File: config.mk
export PLATFORM = sky130hd
export DESIGN_NAME = fifo_page_replacement_top
export DESIGN_NICKNAME = d
export VERILOG_FILES = /design/src/hdl/fpr_pkg.sv /design/src/hdl/fpr_ctrl.sv /design/src/hdl/fpr_dp.sv /design/src/hdl/fifo_page_replacement_top.sv
export SDC_FILE = /design/constraint.sdc
export NUM_CORES = 2
export LEC_CHECK = 0
export BUFFER_PORTS_ARGS = -buffer_cell sky130_fd_sc_hd__buf_2
export CORE_ASPECT_RATIO = 0.8
export CORE_UTILIZATION = 50
export DETAILED_ROUTE_END_ITERATION = 8
export GPL_ROUTABILITY_DRIVEN = 0
export GPL_TIMING_DRIVEN = 0
export PLACE_DENSITY_LB_ADDON = 0.1
export SLEW_MARGIN = 10
export SYNTH_ARGS = -nofsm -noshare
export SYNTH_HDL_FRONTEND = slang
export SYNTH_HIERARCHICAL = 1
export SYNTH_SLANG_ARGS = --single-unit
File: constraint.sdc
create_clock -name i_clk -period 10.9 [get_ports i_clk]
set_clock_uncertainty 0.15 [all_clocks]
set_input_delay 2.725 -clock i_clk [delete_from_list [all_inputs] [get_ports i_clk]]
set_output_delay 2.725 -clock i_clk [all_outputs]
set_load 0.01 [all_outputs]
File: src/hdl/fpr_pkg.sv
// Shared types and constants for the FIFO page replacement unit.
package fpr_pkg;

    // Field widths and fixed constants
    localparam int ADDR_W     = 32;
    localparam int PAGE_SHIFT = 12;
    localparam int TAG_W      = ADDR_W - PAGE_SHIFT;
    localparam int CFG_W      = 7;
    localparam int CNT_W      = 32;
    localparam logic [CFG_W-1:0] CFG_RESET = 7'd64;

    // Sequencer states
    typedef enum logic [1:0] {
        ST_IDLE,
        ST_SCAN,
        ST_COMMIT
    } t_state;

    // Commands from the controller to the datapath
    typedef struct packed {
        logic start;
        logic scan;
        logic commit;
    } t_cmd;

    // Status from the datapath to the controller
    typedef struct packed {
        logic resolved;
    } t_status;

endpackage

File: src/hdl/fpr_ctrl.sv
// Sequencer for the FIFO page replacement unit: request handshakes and scan control.
module fpr_ctrl (
    input  logic            i_clk,
    input  logic            i_rst_n,
    input  logic            i_valid,
    output logic            o_ready,
    output logic            o_valid,
    input  logic            i_ready,
    input  fpr_pkg::t_status i_status,
    output fpr_pkg::t_cmd   o_cmd
);

    fpr_pkg::t_state r_state;
    fpr_pkg::t_state n_state;
    logic            r_out_valid;
    logic            n_out_valid;
    logic            w_out_free;

    // The result register may be overwritten once it is empty or being taken
    assign w_out_free = !r_out_valid || i_ready;

    // Next-state logic
    always_comb begin
        n_state = r_state;
        unique case (r_state)
            fpr_pkg::ST_IDLE: begin
                if (i_valid) n_state = fpr_pkg::ST_SCAN;
            end
            fpr_pkg::ST_SCAN: begin
                if (i_status.resolved) n_state = fpr_pkg::ST_COMMIT;
            end
            fpr_pkg::ST_COMMIT: begin
                if (w_out_free) n_state = fpr_pkg::ST_IDLE;
            end
            default: n_state = fpr_pkg::ST_IDLE;
        endcase
    end

    // Output and command decoding
    always_comb begin
        o_cmd       = '0;
        o_ready     = 1'b0;
        n_out_valid = r_out_valid && !i_ready;
        unique case (r_state)
            fpr_pkg::ST_IDLE: begin
                o_ready     = 1'b1;
                o_cmd.start = i_valid;
            end
            fpr_pkg::ST_SCAN: begin
                o_cmd.scan = 1'b1;
            end
            fpr_pkg::ST_COMMIT: begin
                if (w_out_free) begin
                    o_cmd.commit = 1'b1;
                    n_out_valid  = 1'b1;
                end
            end
            default: begin
                o_cmd = '0;
            end
        endcase
    end

    // State and result-valid registers
    always_ff @(posedge i_clk) begin
        if (!i_rst_n) begin
            r_state     <= fpr_pkg::ST_IDLE;
            r_out_valid <= 1'b0;
        end else begin
            r_state     <= n_state;
            r_out_valid <= n_out_valid;
        end
    end

    assign o_valid = r_out_valid;

`ifndef SYNTHESIS
    // An accepted request always starts a scan.
    a_accept_scan: assert property (@(posedge i_clk) disable iff (!i_rst_n)
        (i_valid && o_ready) |=> (r_state == fpr_pkg::ST_SCAN))
        else $error("accepted request did not start a scan");

    // A new result appears only out of the commit state.
    a_result_from_commit: assert property (@(posedge i_clk) disable iff (!i_rst_n)
        (!r_out_valid || i_ready) ##1 r_out_valid |-> $past(r_state == fpr_pkg::ST_COMMIT))
        else $error("result appeared without a commit");

    // A commit never overwrites a result that is still waiting.
    a_no_overwrite: assert property (@(posedge i_clk) disable iff (!i_rst_n)
        o_cmd.commit |-> (!r_out_valid || i_ready))
        else $error("commit while result pending");
`endif

endmodule

File: src/hdl/fpr_dp.sv
// Datapath for the FIFO page replacement unit: tag memory, FIFO pointers and totals.
module fpr_dp #(
    parameter int FRAMES = 64
) (
    input  logic                              i_clk,
    input  logic                              i_rst_n,
    input  logic                              i_cfg_we,
    input  logic [fpr_pkg::CFG_W-1:0]         i_cfg_wdata,
    input  logic [fpr_pkg::ADDR_W-1:0]        i_address,
    input  logic                              i_is_write,
    input  fpr_pkg::t_cmd                     i_cmd,
    output fpr_pkg::t_status                  o_status,
    output logic                              o_hit,
    output logic                              o_disk_read,
    output logic                              o_dirty_writeback,
    output logic [fpr_pkg::CNT_W-1:0]         o_event_total,
    output logic [fpr_pkg::CNT_W-1:0]         o_read_total,
    output logic [fpr_pkg::CNT_W-1:0]         o_write_total
);

    localparam int SW   = (FRAMES > 1) ? $clog2(FRAMES) : 1;
    localparam int OW   = $clog2(FRAMES + 1);
    localparam int SUMW = ((SW > OW) ? SW : OW) + 1;
    localparam int EW   = (OW > fpr_pkg::CFG_W) ? OW : fpr_pkg::CFG_W;
    localparam int WW   = fpr_pkg::TAG_W + 1;
    localparam logic [fpr_pkg::CNT_W-1:0] CNT_MAX = '1;

    // Tag memory: dirty bit above the 20-bit page tag
    logic [WW-1:0]               r_mem [FRAMES];
    logic [WW-1:0]               r_rdata;

    logic [fpr_pkg::CFG_W-1:0]   r_frames_cfg;
    logic [fpr_pkg::TAG_W-1:0]   r_tag;
    logic                        r_wr;
    logic [OW-1:0]               r_occ;
    logic [SW-1:0]               r_oldest;
    logic [SW-1:0]               r_ptr;
    logic [OW-1:0]               r_issue_cnt;
    logic                        r_rd_vld;
    logic                        r_rd_first;
    logic [SW-1:0]               r_rd_slot;
    logic                        r_found;
    logic [SW-1:0]               r_found_slot;
    logic                        r_old_dirty;
    logic                        r_hit;
    logic                        r_disk_read;
    logic                        r_wb;
    logic [fpr_pkg::CNT_W-1:0]   r_events;
    logic [fpr_pkg::CNT_W-1:0]   r_reads;
    logic [fpr_pkg::CNT_W-1:0]   r_writes;

    logic                        w_match;
    logic                        w_resolved;
    logic                        w_issue;
    logic [SW-1:0]               w_ptr_next;
    logic [SW-1:0]               w_oldest_next;
    logic [SUMW-1:0]             w_free_sum;
    logic [SUMW-1:0]             w_free_wrap;
    logic [SW-1:0]               w_free_slot;
    logic [EW-1:0]               w_eff;
    logic                        w_room;
    logic                        w_mem_we;
    logic [SW-1:0]               w_mem_addr;
    logic [WW-1:0]               w_mem_wdata;

    // Scan compare and completion
    assign w_match    = r_rd_vld && (r_rdata[fpr_pkg::TAG_W-1:0] == r_tag);
    assign w_resolved = w_match || ((r_issue_cnt == r_occ) && !r_rd_vld);
    assign w_issue    = i_cmd.scan && (r_issue_cnt != r_occ) && !w_resolved;
    assign o_status.resolved = w_resolved;

    // Slot pointers wrap at the frame count
    assign w_ptr_next    = (r_ptr == SW'(FRAMES - 1)) ? '0 : r_ptr + 1'b1;
    assign w_oldest_next = (r_oldest == SW'(FRAMES - 1)) ? '0 : r_oldest + 1'b1;

    // Free slot follows the newest resident page; the sum stays below twice FRAMES
    assign w_free_sum  = SUMW'(r_oldest) + SUMW'(r_occ);
    assign w_free_wrap = (w_free_sum >= SUMW'(FRAMES)) ? w_free_sum - SUMW'(FRAMES)
                                                      : w_free_sum;
    assign w_free_slot = w_free_wrap[SW-1:0];

    // Configured frame count clamped to the range one to FRAMES
    always_comb begin
        priority if (r_frames_cfg == '0) begin
            w_eff = EW'(1);
        end else if (EW'(r_frames_cfg) > EW'(FRAMES)) begin
            w_eff = EW'(FRAMES);
        end else begin
            w_eff = EW'(r_frames_cfg);
        end
    end
    assign w_room = EW'(r_occ) < w_eff;

    // Single write port of the tag memory, used only at commit
    always_comb begin
        w_mem_we    = 1'b0;
        w_mem_addr  = r_oldest;
        w_mem_wdata = {r_wr, r_tag};
        if (i_cmd.commit) begin
            priority if (r_found) begin
                w_mem_we    = r_wr;
                w_mem_addr  = r_found_slot;
                w_mem_wdata = {1'b1, r_tag};
            end else if (w_room) begin
                w_mem_we    = 1'b1;
                w_mem_addr  = w_free_slot;
            end else begin
                w_mem_we    = 1'b1;
                w_mem_addr  = r_oldest;
            end
        end
    end

    // Tag memory with registered read data
    always_ff @(posedge i_clk) begin
        if (w_mem_we) r_mem[w_mem_addr] <= w_mem_wdata;
        r_rdata <= r_mem[r_ptr];
    end

    // Control state: configuration, FIFO pointers, scan pipeline and totals
    always_ff @(posedge i_clk) begin
        if (!i_rst_n) begin
            r_frames_cfg <= fpr_pkg::CFG_RESET;
            r_occ        <= '0;
            r_oldest     <= '0;
            r_ptr        <= '0;
            r_issue_cnt  <= '0;
            r_rd_vld     <= 1'b0;
            r_found      <= 1'b0;
            r_events     <= '0;
            r_reads      <= '0;
            r_writes     <= '0;
        end else begin
            if (i_cfg_we) r_frames_cfg <= i_cfg_wdata;

            if (i_cmd.start) begin
                r_ptr       <= r_oldest;
                r_issue_cnt <= '0;
                r_rd_vld    <= 1'b0;
            end else begin
                r_rd_vld <= w_issue;
                if (w_issue) begin
                    r_ptr       <= w_ptr_next;
                    r_issue_cnt <= r_issue_cnt + 1'b1;
                end
            end

            if (i_cmd.scan && w_resolved) r_found <= w_match;

            if (i_cmd.commit) begin
                r_events <= (r_events == CNT_MAX) ? r_events : r_events + 1'b1;
                if (!r_found) begin
                    r_reads <= (r_reads == CNT_MAX) ? r_reads : r_reads + 1'b1;
                    if (w_room) begin
                        r_occ <= r_occ + 1'b1;
                    end else begin
                        r_oldest <= w_oldest_next;
                        if (r_old_dirty) begin
                            r_writes <= (r_writes == CNT_MAX) ? r_writes : r_writes + 1'b1;
                        end
                    end
                end
            end
        end
    end

    // Payload registers: request fields, scan tracking and result flags
    always_ff @(posedge i_clk) begin
        if (i_cmd.start) begin
            r_tag <= i_address[fpr_pkg::ADDR_W-1:fpr_pkg::PAGE_SHIFT];
            r_wr  <= i_is_write;
        end
        if (w_issue) begin
            r_rd_slot  <= r_ptr;
            r_rd_first <= (r_issue_cnt == '0);
        end
        // The first slot scanned is the oldest page, the eviction candidate
        if (r_rd_vld && r_rd_first) r_old_dirty <= r_rdata[fpr_pkg::TAG_W];
        if (i_cmd.scan && w_resolved) r_found_slot <= r_rd_slot;
        if (i_cmd.commit) begin
            r_hit       <= r_found;
            r_disk_read <= !r_found;
            r_wb        <= !r_found && !w_room && r_old_dirty;
        end
    end

    assign o_hit             = r_hit;
    assign o_disk_read       = r_disk_read;
    assign o_dirty_writeback = r_wb;
    assign o_event_total     = r_events;
    assign o_read_total      = r_reads;
    assign o_write_total     = r_writes;

`ifndef SYNTHESIS
    // Residency never exceeds the physical frame count.
    a_occ_bound: assert property (@(posedge i_clk) disable iff (!i_rst_n)
        r_occ <= OW'(FRAMES))
        else $error("occupancy above frame count");

    // The scan never reads more entries than are resident.
    a_issue_bound: assert property (@(posedge i_clk) disable iff (!i_rst_n)
        i_cmd.scan |-> (r_issue_cnt <= r_occ))
        else $error("scan ran past resident pages");

    // The oldest pointer only moves on an eviction commit.
    a_oldest_moves: assert property (@(posedge i_clk) disable iff (!i_rst_n)
        !i_cmd.commit |=> $stable(r_oldest))
        else $error("oldest pointer moved without a commit");
`endif

endmodule

File: src/hdl/fifo_page_replacement_top.sv
// Top level of the FIFO page replacement unit.
//
// Each request is one memory access; its page (address >> 12) is looked up
// among the resident pages by reading the tag memory one slot per cycle,
// oldest first, until the page hits or every resident slot has been read.
// A miss fills the next free frame or replaces the oldest page once the
// configured frame count is reached, counting a disk write when the victim
// was dirty. The result register lets a new request be accepted while the
// previous result waits. The frame count register may be rewritten only
// while no request is in flight.
module fifo_page_replacement_top #(
    parameter int FRAMES = 64
) (
    input  logic                       i_clk,
    input  logic                       i_rst_n,
    input  logic                       i_cfg_we,
    input  logic [fpr_pkg::CFG_W-1:0]  i_cfg_wdata,
    input  logic                       i_valid,
    output logic                       o_ready,
    input  logic [fpr_pkg::ADDR_W-1:0] i_address,
    input  logic                       i_is_write,
    output logic                       o_valid,
    input  logic                       i_ready,
    output logic                       o_hit,
    output logic                       o_disk_read,
    output logic                       o_dirty_writeback,
    output logic [fpr_pkg::CNT_W-1:0]  o_event_total,
    output logic [fpr_pkg::CNT_W-1:0]  o_read_total,
    output logic [fpr_pkg::CNT_W-1:0]  o_write_total
);

    fpr_pkg::t_cmd    w_cmd;
    fpr_pkg::t_status w_status;

    // Sequencer
    fpr_ctrl u_ctrl (
        .i_clk    (i_clk),
        .i_rst_n  (i_rst_n),
        .i_valid  (i_valid),
        .o_ready  (o_ready),
        .o_valid  (o_valid),
        .i_ready  (i_ready),
        .i_status (w_status),
        .o_cmd    (w_cmd)
    );

    // Tag memory, pointers and totals
    fpr_dp #(
        .FRAMES (FRAMES)
    ) u_dp (
        .i_clk             (i_clk),
        .i_rst_n           (i_rst_n),
        .i_cfg_we          (i_cfg_we),
        .i_cfg_wdata       (i_cfg_wdata),
        .i_address         (i_address),
        .i_is_write        (i_is_write),
        .i_cmd             (w_cmd),
        .o_status          (w_status),
        .o_hit             (o_hit),
        .o_disk_read       (o_disk_read),
        .o_dirty_writeback (o_dirty_writeback),
        .o_event_total     (o_event_total),
        .o_read_total      (o_read_total),
        .o_write_total     (o_write_total)
    );

endmodule
==> results.yml <==
run_status:
  outcome: "complete, no violations"
routing:
  firstDrtPassIters: 6
  vias: 31500
  vias_per_cell: 6.13
  drtIter0Drc: 3709
  avgRoutedWirePerCell_um: 29.6
  antenna_left: 0
  drc_errors: 0
  wl_um: 152000
timing:
  fmax_mhz: 145
  layout_setup_ws_ns: 3.98
  setup_violations: 0
  fin_setup_tns_ns: 0
  slew_headroom: 0.240
  holdWs_ns: 0.268
  worst_slew_pin_slew_ns: 1.14
  final_max_slew_viol_count: 0
  rsz0062_at_grt: "false"
  period_share: 0.634
  finalCriticalPeriod_ns: 6.92
  finalHoldViolations: 0
min_path:
  hold_depth: 0
  min_to: "u_dp/r_found_slot[4]"
  hold_path.class: "reg -> reg"
  hold_start: "u_dp/r_rd_slot[4]"
yosys:
  post-synth-top-area-cell: "edfxtp_1"
  yosysTopAreaCellShare: 0.692
  yosys_register_bits: 1537
  synth_area_per_cell_sq_um: 20.4
  ys.warnings.count: 6
  async_flop_share: 0
  synthCells: 2941
  netlist_top_cells_count: "1382 x edfxtp_1, 420 x mux4_2, 155 x dfxtp_1"
  syn_nets: 3006
  synth.most_common_cell: "edfxtp_1"
  yosys-top-cells-area: "edfxtp_1 69%, mux4_2 16%, dfxtp_1 5.2%, xnor2_1 1.0%, xor2_1 0.83%"
  yosysUniqueCellTypes: 71
  synth_seq_area_share: 0.744
  synth_flop_cell: "edfxtp_1"
  synth-edff-count: 1382
  syn_area_sq_um: 60000
layout:
  layout.cells.non_filler: 5144
  fin_nets: 3478
  drive_above_1_share: 0.312
  final_area_sq_um: 70200
  multi_input_area_sq_um: 15000
  area_growth_pct: 17.0
  utilization: 0.590
  final-seq-area_sq_um: 44600
  fillers: 8491
cts:
  cts_buffers: 151
  postCtsSetupRepairBufs: 0
  cts_max_level: 4
  hold_buffers: 0
  insertion_delay_ns: 0.79
  cts_resized: 0
  cts_tree: "done"
  clkSinkCount: 1537
  root_buffer: "clkbuf_16"
  cts.clk_slew.worst_paths_ns: 0.06
  clock_path_buffers: 3
place:
  placed_area_sq_um: 65400
  dp_hpwl_um: 109000
  dpl_worst_slack_ns: 3.36
  dp.cells: 4870
  portBuffers: 132
pwr:
  power_density_nw_per_um2: 178
  leakagePower_nw: 22.2
  vdd_drop_max_v: 0.000156
  total_power_mw: 12.5
floorplan:
  die_area_sq_um: 121000
  start_util: 0.504
  io_pins: 146
  die_y_um: 312
  rows: 113
  core_area_sq_um: 119000
  die_x_um: 389
setup_path:
  cp_data_arrival_time_ns: 7.24
  critPathMaxStageDelay_ns: 0.94
  r2r_start: "u_ctrl/r_state[0]"
  critical_path.endpoint_type: "flip-flop"
  crit_path_start_kind: "input port"
  r2r_slack_ns: 5.63
  crit_chain: "buf_2 -> nand2b_1 -> nor2b_1 -> inv_1 -> nor2_1 -> o21ai_1 -> o221ai_1 -> nand3_1 -> nor3_2 -> buf_6 -> buf_4"
  cp_data_required_time_ns: 11.22
  cp_slowest_cell: "nor3_2"
  cp_num_buf_inv: 4
  crit_family: "simple AND/OR/NAND/NOR gates"
  path_max_fanout: 10
  reg2reg_to: "u_dp/r_mem[61][7]"
  critical_path_class: "in -> reg"
  ff2ff_path_depth: 10
grt:
  grt_first_pass_wirelength_um: 219000
  grt_pass1_vias: 30800
  grt_overflow_total: 0
  grt_max_degree: 34
  grt_antenna_before_repair: 9
  grt_use_total: 0.254
flow_run:
  maxCapViolCount: 0
-- kinds of logic (layout without fill, tap and decap cells) --
group / after synthesis / after routing / synth area share
compound gates: 121 / 121 / 0.0132
xor+xnor: 126 / 126 / 0.0184
fa+ha+maj: 20 / 20 / 0.00430
buf+inv: 168 / 760 / 0.0118
flops: 1537 / 1537 / 0.744
mux: 473 / 473 / 0.167
other cells: 0 / 1 / 0
simple gates: 496 / 496 / 0.0418
-- cell type report --
cell class                      count  area share
Clock inverter                     68     0.00874
Clock buffer                      205      0.0600
Inverter                           25     0.00134
Buffer                            143     0.00872
Multi-Input combinational cell   1236       0.214
Tap cell                         1610      0.0287
Timing Repair Buffer              319      0.0432
Antenna cell                        1   0.0000357
Sequential cell                  1537       0.635
-- how the worst max path moves through the flow --
stage,to,start,slack (ns),cells after the start
3_3_place_gp,u_dp/r_mem[32][8],i_ready,1.23,9
4_1_cts,u_dp/r_mem[61][7],i_ready,4.16,11
5_1_grt,u_dp/r_mem[61][7],i_ready,3.77,11
6_report,u_dp/r_mem[61][7],i_ready,3.98,11
2_1_floorplan,u_dp/r_mem[22][0],i_ready,4.31,10
3_5_place_dp,u_dp/r_mem[61][4],i_ready,3.36,11
-- report_power, final --
| group | internal, mW | switching (mW) | total (mW) |
|---|---|---|---|
| clock | 2.92 | 2.18 | 5.10 |
| sequential | 6.47 | 0.0432 | 6.52 |
| combinational | 0.378 | 0.517 | 0.895 |
-- worst reg2reg max path, cell delays in order, from the launching register on --
cell	delay [ns]
dfxtp_1	0.36
nand2b_1	0.17
nor2b_1	0.31
inv_1	0.21
nor2_1	0.59
o21ai_1	0.40
o221ai_1	0.60
nand3_1	0.72
nor3_2	0.95
buf_6	0.26
buf_4	0.23
-- sequential cells by signal, summed over array words and instances, names as in the netlist, 2 cells and up --
signal,count
u_dp/r_mem,1344
u_dp/o_event_total,32
u_dp/o_read_total,32
u_dp/o_write_total,32
u_dp/r_rdata,21
u_dp/r_tag,20
u_dp/r_frames_cfg,7
u_dp/r_issue_cnt,7
u_dp/r_occ,7
u_dp/r_found_slot,6
u_dp/r_oldest,6
u_dp/r_ptr,6
u_dp/r_rd_slot,6
u_ctrl/r_state,2
-- metal layers --
| layer | track usage | share of wire | routed length, um |
|---|---|---|---|
| met5 | 0 | 0.000085 | 13 |
| met4 | 0.0719 | 0.021 | 3280 |
| met3 | 0.0573 | 0.095 | 14500 |
| met2 | 0.370 | 0.45 | 68100 |
| met1 | 0.388 | 0.44 | 66600 |
-- layout by cell type, fill, tap and decap left out, drive strengths merged, types with 21 or more instances in the layout --
| cell type | n |
|---|---|
| edfxtp | 1382 |
| mux4 | 420 |
| buf | 373 |
| clkbuf | 294 |
| dfxtp | 155 |
| nor2 | 123 |
| nand2 | 93 |
| nor3 | 82 |
| xnor2 | 69 |
| xor2 | 57 |
| clkinv | 54 |
| o21ai | 50 |
| nand4 | 44 |
| nand3 | 43 |
| mux2i | 32 |
| a21oi | 29 |
| inv | 28 |
| mux2 | 21 |
Power figures use the tool's default switching activity.
